<file path="src/rtl/bem_pkg.sv">
`timescale 1ns / 1ps
// bem_pkg: widths, codes and shared types for the border extension address map.
// No dependencies; imported by bem_axis, border_extension_address_map, bem_checker and testbench.
package bem_pkg;

  localparam int COORD_W   = 17;  // signed input coordinate
  localparam int DIM_W     = 13;  // width / height register
  localparam int POS_W     = 12;  // mapped column / row
  localparam int ADDR_W    = 24;
  localparam int MODE_W    = 3;
  localparam int ST_W      = 2;
  localparam int CFG_IDX_W = 2;
  localparam int MAX_DIM   = 4096;

  // remainder datapath: divisor is n or 2n, dividend |c| padded to a multiple of steps
  localparam int DIV_W          = DIM_W + 1;
  localparam int DIV_STEPS      = 3;
  localparam int DIV_STGS       = (COORD_W + DIV_STEPS - 1) / DIV_STEPS;
  localparam int NUM_W          = DIV_STGS * DIV_STEPS;
  localparam int AXIS_LAT       = DIV_STGS + 2;

  localparam logic [MODE_W-1:0] MODE_UNDEF    = 3'd0;
  localparam logic [MODE_W-1:0] MODE_FILL     = 3'd1;
  localparam logic [MODE_W-1:0] MODE_CLAMP    = 3'd2;
  localparam logic [MODE_W-1:0] MODE_PERIODIC = 3'd3;
  localparam logic [MODE_W-1:0] MODE_MIRROR   = 3'd4;

  localparam logic [ST_W-1:0] ST_INTERIOR = 2'd0;
  localparam logic [ST_W-1:0] ST_MAPPED   = 2'd1;
  localparam logic [ST_W-1:0] ST_FILL     = 2'd2;
  localparam logic [ST_W-1:0] ST_UNDEF    = 2'd3;

  localparam logic [CFG_IDX_W-1:0] CFG_WIDTH  = 2'd0;
  localparam logic [CFG_IDX_W-1:0] CFG_HEIGHT = 2'd1;
  localparam logic [CFG_IDX_W-1:0] CFG_MODE   = 2'd2;

  // per-axis mapping control, derived from the mode register
  typedef struct packed {
    logic clamp;
    logic mirror;
  } bem_ctl_t;

endpackage

</file>
<file path="src/rtl/bem_axis.sv">
`timescale 1ns / 1ps
// bem_axis: pipelined map of one signed coordinate into [0, n) for clamp,
// periodic and mirror modes. Depends on bem_pkg.
module bem_axis (
  input  logic                                 clk,
  input  logic signed [bem_pkg::COORD_W-1:0]   coord,
  input  logic        [bem_pkg::DIM_W-1:0]     dim,
  input  bem_pkg::bem_ctl_t                    ctl,
  output logic        [bem_pkg::POS_W-1:0]     pos,
  output logic                                 in_image
);
  import bem_pkg::*;

  logic [DIV_W-1:0]   div;
  logic [COORD_W-1:0] mag;
  logic               in_a;
  logic [POS_W-1:0]   clamp_a;

  logic [NUM_W-1:0]   num_r    [DIV_STGS+1];
  logic [DIV_W-1:0]   rem_r    [DIV_STGS+1];
  logic               neg_r    [DIV_STGS+1];
  logic               in_r     [DIV_STGS+1];
  logic [POS_W-1:0]   clamp_r  [DIV_STGS+1];
  logic [NUM_W-1:0]   num_nxt  [DIV_STGS];
  logic [DIV_W-1:0]   rem_nxt  [DIV_STGS];

  logic [DIV_W-1:0]   fold;
  logic [POS_W-1:0]   pos_r;
  logic [POS_W-1:0]   pos_nxt;
  logic               inside_r;

  // the user must keep the divisor stable while items are in flight; the block does not enforce it
  assign div = ctl.mirror ? {dim, 1'b0} : {1'b0, dim};

  assign mag     = coord[COORD_W-1] ? (~unsigned'(coord) + COORD_W'(1)) : unsigned'(coord);
  assign in_a    = !coord[COORD_W-1] && (mag < {{(COORD_W-DIM_W){1'b0}}, dim});
  assign clamp_a = coord[COORD_W-1] ? '0 :
                   in_a ? mag[POS_W-1:0] : POS_W'(dim - DIM_W'(1));

  // restoring remainder, DIV_STEPS bits per stage
  always_comb begin
    logic [DIV_W-1:0] rem_t;
    logic [NUM_W-1:0] num_t;
    for (int s = 0; s < DIV_STGS; s++) begin
      rem_t = rem_r[s];
      num_t = num_r[s];
      for (int j = 0; j < DIV_STEPS; j++) begin
        rem_t = {rem_t[DIV_W-2:0], num_t[NUM_W-1]};
        num_t = {num_t[NUM_W-2:0], 1'b0};
        if (rem_t >= div) begin
          rem_t = rem_t - div;
        end
      end
      rem_nxt[s] = rem_t;
      num_nxt[s] = num_t;
    end
  end

  always_ff @(posedge clk) begin
    num_r[0]   <= {{(NUM_W-COORD_W){1'b0}}, mag};
    rem_r[0]   <= '0;
    neg_r[0]   <= coord[COORD_W-1];
    in_r[0]    <= in_a;
    clamp_r[0] <= clamp_a;
    for (int s = 0; s < DIV_STGS; s++) begin
      num_r[s+1]   <= num_nxt[s];
      rem_r[s+1]   <= rem_nxt[s];
      neg_r[s+1]   <= neg_r[s];
      in_r[s+1]    <= in_r[s];
      clamp_r[s+1] <= clamp_r[s];
    end
  end

  // floor correction for negative input, then fold the upper half for mirror
  always_comb begin
    fold = rem_r[DIV_STGS];
    if (neg_r[DIV_STGS] && (fold != '0)) begin
      fold = div - fold;
    end
    if (ctl.mirror && (fold >= {1'b0, dim})) begin
      fold = div - DIV_W'(1) - fold;
    end
    pos_nxt = (ctl.clamp || in_r[DIV_STGS]) ? clamp_r[DIV_STGS] : fold[POS_W-1:0];
  end

  always_ff @(posedge clk) begin
    pos_r    <= pos_nxt;
    inside_r <= in_r[DIV_STGS];
  end

  assign pos      = pos_r;
  assign in_image = inside_r;

endmodule

</file>
<file path="src/rtl/border_extension_address_map.sv">
`timescale 1ns / 1ps
// border_extension_address_map: top level, config registers, status and address stages.
// Depends on bem_pkg and bem_axis.
//
//  channel   ports                                          handshake
//  --------  ---------------------------------------------  -----------------------------
//  input     in_col_in, in_row_in                           start & !busy
//  result    out_col_out, out_row_out, out_address,         out_strobe, one cycle,
//            out_status                                     no backpressure
//  config    cfg_index, cfg_data                            cfg_valid & cfg_ready
//
// One coordinate pair per cycle, every cycle; busy is never raised.
// The result strobe follows the start transfer through the per-axis remainder
// pipeline, then the status, multiply and add stages.
// Reset (synchronous, rst_n low) clears the valid chain and sets width and
// height to 1, mode to undefined. The receiver cannot stall, so the pipeline
// simply advances every clock; config writes are expected only while empty.
module border_extension_address_map (
  input  logic                                clk,
  input  logic                                rst_n,
  input  logic                                start,
  output logic                                busy,
  input  logic signed [bem_pkg::COORD_W-1:0]  in_col_in,
  input  logic signed [bem_pkg::COORD_W-1:0]  in_row_in,
  output logic                                out_strobe,
  output logic        [bem_pkg::POS_W-1:0]    out_col_out,
  output logic        [bem_pkg::POS_W-1:0]    out_row_out,
  output logic        [bem_pkg::ADDR_W-1:0]   out_address,
  output logic        [bem_pkg::ST_W-1:0]     out_status,
  input  logic                                cfg_valid,
  output logic                                cfg_ready,
  input  logic        [bem_pkg::CFG_IDX_W-1:0] cfg_index,
  input  logic        [bem_pkg::DIM_W-1:0]    cfg_data
);
  import bem_pkg::*;

  localparam int TOTAL_LAT = AXIS_LAT + 3;

  // config registers
  logic [DIM_W-1:0]  width_r;
  logic [DIM_W-1:0]  height_r;
  logic [MODE_W-1:0] mode_r;
  logic [DIM_W-1:0]  w_eff;
  logic [DIM_W-1:0]  h_eff;
  bem_ctl_t          ctl;
  logic              accept;

  // pipeline
  logic [AXIS_LAT-1:0] vld_r;
  logic [POS_W-1:0]    col_pos;
  logic [POS_W-1:0]    row_pos;
  logic                col_in_img;
  logic                row_in_img;

  logic                stat_vld_r;
  logic [POS_W-1:0]    stat_col_r, stat_col_nxt;
  logic [POS_W-1:0]    stat_row_r, stat_row_nxt;
  logic [ST_W-1:0]     stat_st_r,  stat_st_nxt;

  logic                mul_vld_r;
  logic [POS_W-1:0]    mul_col_r;
  logic [POS_W-1:0]    mul_row_r;
  logic [ST_W-1:0]     mul_st_r;
  logic [ADDR_W-1:0]   mul_prod_r;

  logic                out_strobe_r;
  logic [POS_W-1:0]    out_col_r;
  logic [POS_W-1:0]    out_row_r;
  logic [ADDR_W-1:0]   out_addr_r;
  logic [ST_W-1:0]     out_st_r;

  assign busy      = 1'b0;   // full rate, nothing to hold off
  assign cfg_ready = 1'b1;
  assign accept    = start && !busy;

  always_ff @(posedge clk) begin
    if (!rst_n) begin
      width_r  <= DIM_W'(1);
      height_r <= DIM_W'(1);
      mode_r   <= MODE_UNDEF;
    end else if (cfg_valid && cfg_ready) begin
      case (cfg_index)
        CFG_WIDTH:  width_r  <= cfg_data;
        CFG_HEIGHT: height_r <= cfg_data;
        CFG_MODE:   mode_r   <= cfg_data[MODE_W-1:0];
        default:    ;  // unmapped index, dropped
      endcase
    end
  end

  // zero size acts as one, oversize saturates at MAX_DIM
  always_comb begin
    w_eff = (width_r == '0) ? DIM_W'(1) :
            (width_r > DIM_W'(MAX_DIM)) ? DIM_W'(MAX_DIM) : width_r;
    h_eff = (height_r == '0) ? DIM_W'(1) :
            (height_r > DIM_W'(MAX_DIM)) ? DIM_W'(MAX_DIM) : height_r;
    ctl.clamp  = (mode_r == MODE_CLAMP);
    ctl.mirror = (mode_r == MODE_MIRROR);
  end

  // valid chain matches the axis pipeline depth
  always_ff @(posedge clk) begin
    if (!rst_n) begin
      vld_r <= '0;
    end else begin
      vld_r <= {vld_r[AXIS_LAT-2:0], accept};
    end
  end

  bem_axis u_col (
    .clk      (clk),
    .coord    (in_col_in),
    .dim      (w_eff),
    .ctl      (ctl),
    .pos      (col_pos),
    .in_image (col_in_img)
  );

  bem_axis u_row (
    .clk      (clk),
    .coord    (in_row_in),
    .dim      (h_eff),
    .ctl      (ctl),
    .pos      (row_pos),
    .in_image (row_in_img)
  );

  // status stage: interior wins over any mode, fill/undefined zero the position
  always_comb begin
    stat_col_nxt = col_pos;
    stat_row_nxt = row_pos;
    if (col_in_img && row_in_img) begin
      stat_st_nxt = ST_INTERIOR;
    end else begin
      case (mode_r) inside
        MODE_FILL: begin
          stat_st_nxt  = ST_FILL;
          stat_col_nxt = '0;
          stat_row_nxt = '0;
        end
        MODE_CLAMP, MODE_PERIODIC, MODE_MIRROR: begin
          stat_st_nxt = ST_MAPPED;
        end
        default: begin
          stat_st_nxt  = ST_UNDEF;
          stat_col_nxt = '0;
          stat_row_nxt = '0;
        end
      endcase
    end
  end

  always_ff @(posedge clk) begin
    if (!rst_n) begin
      stat_vld_r   <= 1'b0;
      mul_vld_r    <= 1'b0;
      out_strobe_r <= 1'b0;
    end else begin
      stat_vld_r   <= vld_r[AXIS_LAT-1];
      mul_vld_r    <= stat_vld_r;
      out_strobe_r <= mul_vld_r;
    end
  end

  always_ff @(posedge clk) begin
    stat_col_r <= stat_col_nxt;
    stat_row_r <= stat_row_nxt;
    stat_st_r  <= stat_st_nxt;
    // row times width, 12x13 multiply, low bits kept
    mul_prod_r <= ADDR_W'(stat_row_r * w_eff);
    mul_col_r  <= stat_col_r;
    mul_row_r  <= stat_row_r;
    mul_st_r   <= stat_st_r;
    out_addr_r <= mul_prod_r + {{(ADDR_W-POS_W){1'b0}}, mul_col_r};
    out_col_r  <= mul_col_r;
    out_row_r  <= mul_row_r;
    out_st_r   <= mul_st_r;
  end

  assign out_strobe  = out_strobe_r;
  assign out_col_out = out_col_r;
  assign out_row_out = out_row_r;
  assign out_address = out_addr_r;
  assign out_status  = out_st_r;

  // every transfer gives exactly one result after a fixed latency
  a_lat_fwd: assert property (@(posedge clk) disable iff (!rst_n)
    accept |-> ##TOTAL_LAT out_strobe)
    else $error("result missing after input transfer");

  a_lat_bwd: assert property (@(posedge clk) disable iff (!rst_n)
    out_strobe |-> $past(accept, TOTAL_LAT))
    else $error("result without input transfer");

  a_fill_zero: assert property (@(posedge clk) disable iff (!rst_n)
    (out_strobe && (out_status == ST_FILL || out_status == ST_UNDEF)) |->
      (out_col_out == '0 && out_row_out == '0 && out_address == '0))
    else $error("fill/undefined result carries a position");

  a_in_image: assert property (@(posedge clk) disable iff (!rst_n)
    out_strobe |-> ({1'b0, out_col_out} < w_eff && {1'b0, out_row_out} < h_eff))
    else $error("mapped position outside image");

endmodule

</file>
<file path="config.mk">
export PLATFORM = sky130hd
export DESIGN_NAME = border_extension_address_map
export DESIGN_NICKNAME = d
export VERILOG_FILES = /design/src/rtl/bem_pkg.sv /design/src/rtl/bem_axis.sv /design/src/rtl/border_extension_address_map.sv
export SDC_FILE = /design/constraint.sdc
export NUM_CORES = 2
export LEC_CHECK = 0
export BUFFER_PORTS_ARGS = -buffer_cell sky130_fd_sc_hd__clkbuf_2
export CAP_MARGIN = 20
export CORE_AREA = 2 2 326 328
export DETAILED_ROUTE_END_ITERATION = 7
export DIE_AREA = 0 0 328 330
export GPL_TIMING_DRIVEN = 0
export PLACE_DENSITY_LB_ADDON = 0.15
export SLEW_MARGIN = 25
export SYNTH_ARGS = -nofsm -noshare
export SYNTH_HDL_FRONTEND = slang
export SYNTH_SLANG_ARGS = --single-unit
</file>
<file path="constraint.sdc">
create_clock -name clk -period 24.6 [get_ports clk]
set_input_delay 4.92 -clock clk [delete_from_list [all_inputs] [get_ports clk]]
set_output_delay 4.92 -clock clk [all_outputs]
set_load 0.03 [all_outputs]
</file>
==> reports/results.txt <==
XOR/XNOR share of the synthesized area - 10.8%
Detailed Route WL - 160 mm
Crit path buffers/inverters - 7
Post-DRT Antenna Nets - 0
Simple-gate share of the synthesized area - 15.6%
DIE AREA - 0.108 mm²
Clk sink count - 670
Mux contribution to synthesized area - 3.33%
TNS Setup - 0 ns
Cells after synthesis - 6,203
Port-buffer cells - 102
Slew HR - 23.6%
Post-CTS Setup Bufs - 0
Syn. warnings - 0
Critical path class - reg -> reg
#FFs+latches synth - 670
Hold crit path type - reg -> reg
CP endpoint kind - flop
# rows - 119
RSZ-0062 raised after global routing - false
Via count - 45,400
Share of layout cells above drive strength 1 - 8.19%
Fmax - 80.4 MHz
Die Wd - 328 µm
Most Crowded Layer GR - met2
First-pass GRT wire length - 246 mm
Synthesized area per cell - 8.39 µm²
Pre-Repair DR Iteration Count - 8
Ys flop type - dfxtp_1
Dpl cells - 7,729
Htree depth - 3
Met1 Resource Use GR - 38.0%
Delay of the slowest cell on the worst path - 0.86 ns
GRT Util Overall - 29.1%
Final min period - 12.44 ns
# IOs - 106
CTS tree - done
Worst EP required - 25.16 ns
Initial antenna violation count - 8
Largest net degree at the start of global routing - 21
Adder-Cell Fraction of Synth Area - 19.2%
Num CTS Buffers - 75
Clock Tree Buf Depth - 3
CP dominant cell by count - o21ai_0
EDFF count, synth - 0
Clock transition at the registers of the reported paths - 0.06 ns
CP max FO - 17
Max Transition Viols Final - 0
Global route overflow - 0
Status - finished, final reports clean
Initial drt markers - 3,527
Final core utilization - 54.7%
Post-synthesis sequential area ratio - 25.8%
Die height - 330 µm
Non-Filler Instances - 7,866
Setup slack, reg-to-reg - 12.16 ns
Routability Congestion - 0.959
Via count of the first global-routing pass - 43,100
Final period util - 50.6%
Initial core utilization - 49.7%
Complex-gate fraction of the synthesized area - 20.0%
Cts repair resizes - 0
Hold-fix buffers at CTS - 0
Final setup fails - 0
Final Hold Fails - 0
Worst EP arrival - 13.00 ns
Netlist Area Pre-Place - 0.0520 mm²
Routing usage on met2 - 48.0%
Clock skew - 0.0240 ns
Drt drc - 0
Routed wire per std cell - 20.4 µm
M3 GR Usage - 3.75%
Post-DP HPWL - 123 mm
Worst-Margin Slew - 1.15 ns
Max Cap Viol - 0
Area of the core - 0.105 mm²
Critical Path Source Type - flop
Largest family of logic cells by synthesized area - compound AO/OA/AOI/OAI gates
Clk Tree Root Cell - clkbuf_16
Vias/cell - 5.77
Async SR Flop Fraction - 0%
Clk_lat worst skew - 0.66 ns
Netlist cell types - 126
Worst path slowest cell - nor3b_2
Nets - 7,118
Worst path top cell family by delay - compound AO/OA/AOI/OAI gates
Area Overhead vs Synth - 10.1%
==> kinds of logic after synthesis <==
group | count (synthesis)
fa+ha+maj | 743
other cells | 2
mux | 155
simple gates | 1720
buf+inv | 697
flops | 670
compound gates | 1575
xor+xnor | 641
==> stage by stage <==
stage               area [µm²]  setup slack [ns]  hold slack (ns)
finish                   57300             12.16            0.311
global route             57300             11.49            0.319
CTS                      57300             12.11            0.314
detailed placement       54700             12.17            0.312
global placement         54400             10.28            0.310
floorplan                52100             15.01            0.310
==> cells in the mapped netlist, types with 14 or more instances <==
library cell | number | area, µm²
mux2_2 | 87 | 980
or2_2 | 19 | 119
o21ai_0 | 335 | 1680
xnor2_1 | 503 | 4410
dfxtp_1 | 670 | 13400
clkbuf_1 | 152 | 571
nand2_1 | 582 | 2180
and3_1 | 47 | 294
or3_1 | 22 | 138
maj3_1 | 86 | 861
buf_2 | 21 | 105
nor2b_1 | 69 | 432
nand2b_1 | 49 | 307
buf_1 | 28 | 105
nor3b_1 | 15 | 113
nand3_1 | 81 | 405
a21oi_1 | 429 | 2150
o21ai_1 | 30 | 150
a31oi_1 | 50 | 313
nor2_1 | 475 | 1780
xor2_1 | 137 | 1200
a21o_1 | 188 | 1410
o31ai_1 | 48 | 360
nor4_1 | 26 | 163
nor3_1 | 85 | 425
o31a_1 | 14 | 123
a21boi_0 | 48 | 360
and2_1 | 118 | 738
mux2i_1 | 55 | 551
a31o_2 | 14 | 123
a41oi_1 | 16 | 140
nand4_1 | 63 | 394
a211oi_1 | 39 | 293
a221oi_1 | 18 | 158
a311oi_1 | 15 | 131
fa_1 | 122 | 2440
o21a_1 | 50 | 375
o21bai_1 | 71 | 533
o211ai_1 | 18 | 135
inv_1 | 466 | 1750
ha_1 | 528 | 6610
==> worst paths after layout <==
| path | from | to | depth (start not counted) |
|---|---|---|---|
| setup / recovery | mode_r[2]$_SDFFE_PN0P_ | u_col.rem_r[4][9]$_DFF_P_ | 37 |
| hold / removal | u_row.num_r[0][2]$_DFF_P_ | u_row.num_r[1][5]$_DFF_P_ | 0 |
| setup reg to reg | mode_r[2]$_SDFFE_PN0P_ | u_col.rem_r[4][9]$_DFF_P_ | 37 |
| hold reg to reg | u_row.num_r[0][2]$_DFF_P_ | u_row.num_r[1][5]$_DFF_P_ | 0 |
==> layout by cell type, fill, tap and decap left out, types with 81 or more instances in the layout <==
master,synthesis,routed
dfxtp_1,670,670
nand2_1,582,582
ha_1,528,528
xnor2_1,503,503
nor2_1,475,473
inv_1,466,457
a21oi_1,429,429
o21ai_0,335,335
a21o_1,188,188
clkbuf_1,152,151
xor2_1,137,137
fa_1,122,122
and2_1,118,118
clkbuf_2,3,115
mux2_2,87,87
maj3_1,86,86
nor3_1,85,85
nand3_1,81,81
==> state kept, by name, indices dropped and copies added, names as in the netlist, 3 cells and up <==
signal	cells
height_r	13
mode_r	3
mul_col_r	12
mul_prod_r	24
mul_row_r	12
out_address	24
out_col_out	12
out_row_out	12
stat_col_r	12
stat_row_r	12
u_col.clamp_r	84
u_col.in_r	7
u_col.neg_r	7
u_col.num_r	62
u_col.pos	12
u_col.rem_r	79
u_row.clamp_r	84
u_row.in_r	7
u_row.neg_r	7
u_row.num_r	62
u_row.pos	12
u_row.rem_r	79
vld_r	8
width_r	13
==> metal layers <==
metal	part of all wire (%)	vias to the layer above	wire length, µm
met2	46	1423	73100
li1	-	22100	-
met5	0.0069	-	11
met3	6.3	337	10100
met4	4.7	2	7500
met1	43	21500	69400
==> area by class of cell <==
cell class / instances / area, µm²
antenna: 3 / 7.51
buffer: 223 / 996
clock buffer: 95 / 2090
clock inverter: 39 / 483
fill: 9774 / 47400
inverter: 474 / 1790
multi-input combinational: 4858 / 36000
sequential: 670 / 13400
tap: 1391 / 1740
timing repair buffer: 113 / 756
==> worst reg2reg max path: cells and delay by family (launching register included) <==
kind / cells / cell delay (ns)
AOI/OAI and AO/OA: 17 / 4.71
DFF: 1 / 0.30
xor gates and xnor gates: 1 / 0.23
and+or+nand+nor: 9 / 2.24
buffers and inverters: 7 / 3.51
adders and majority gates: 3 / 1.37
Power is left out: the tool's default activity adds up to more than one toggle a clock period on the data nets, which glitch-free logic cannot reach.
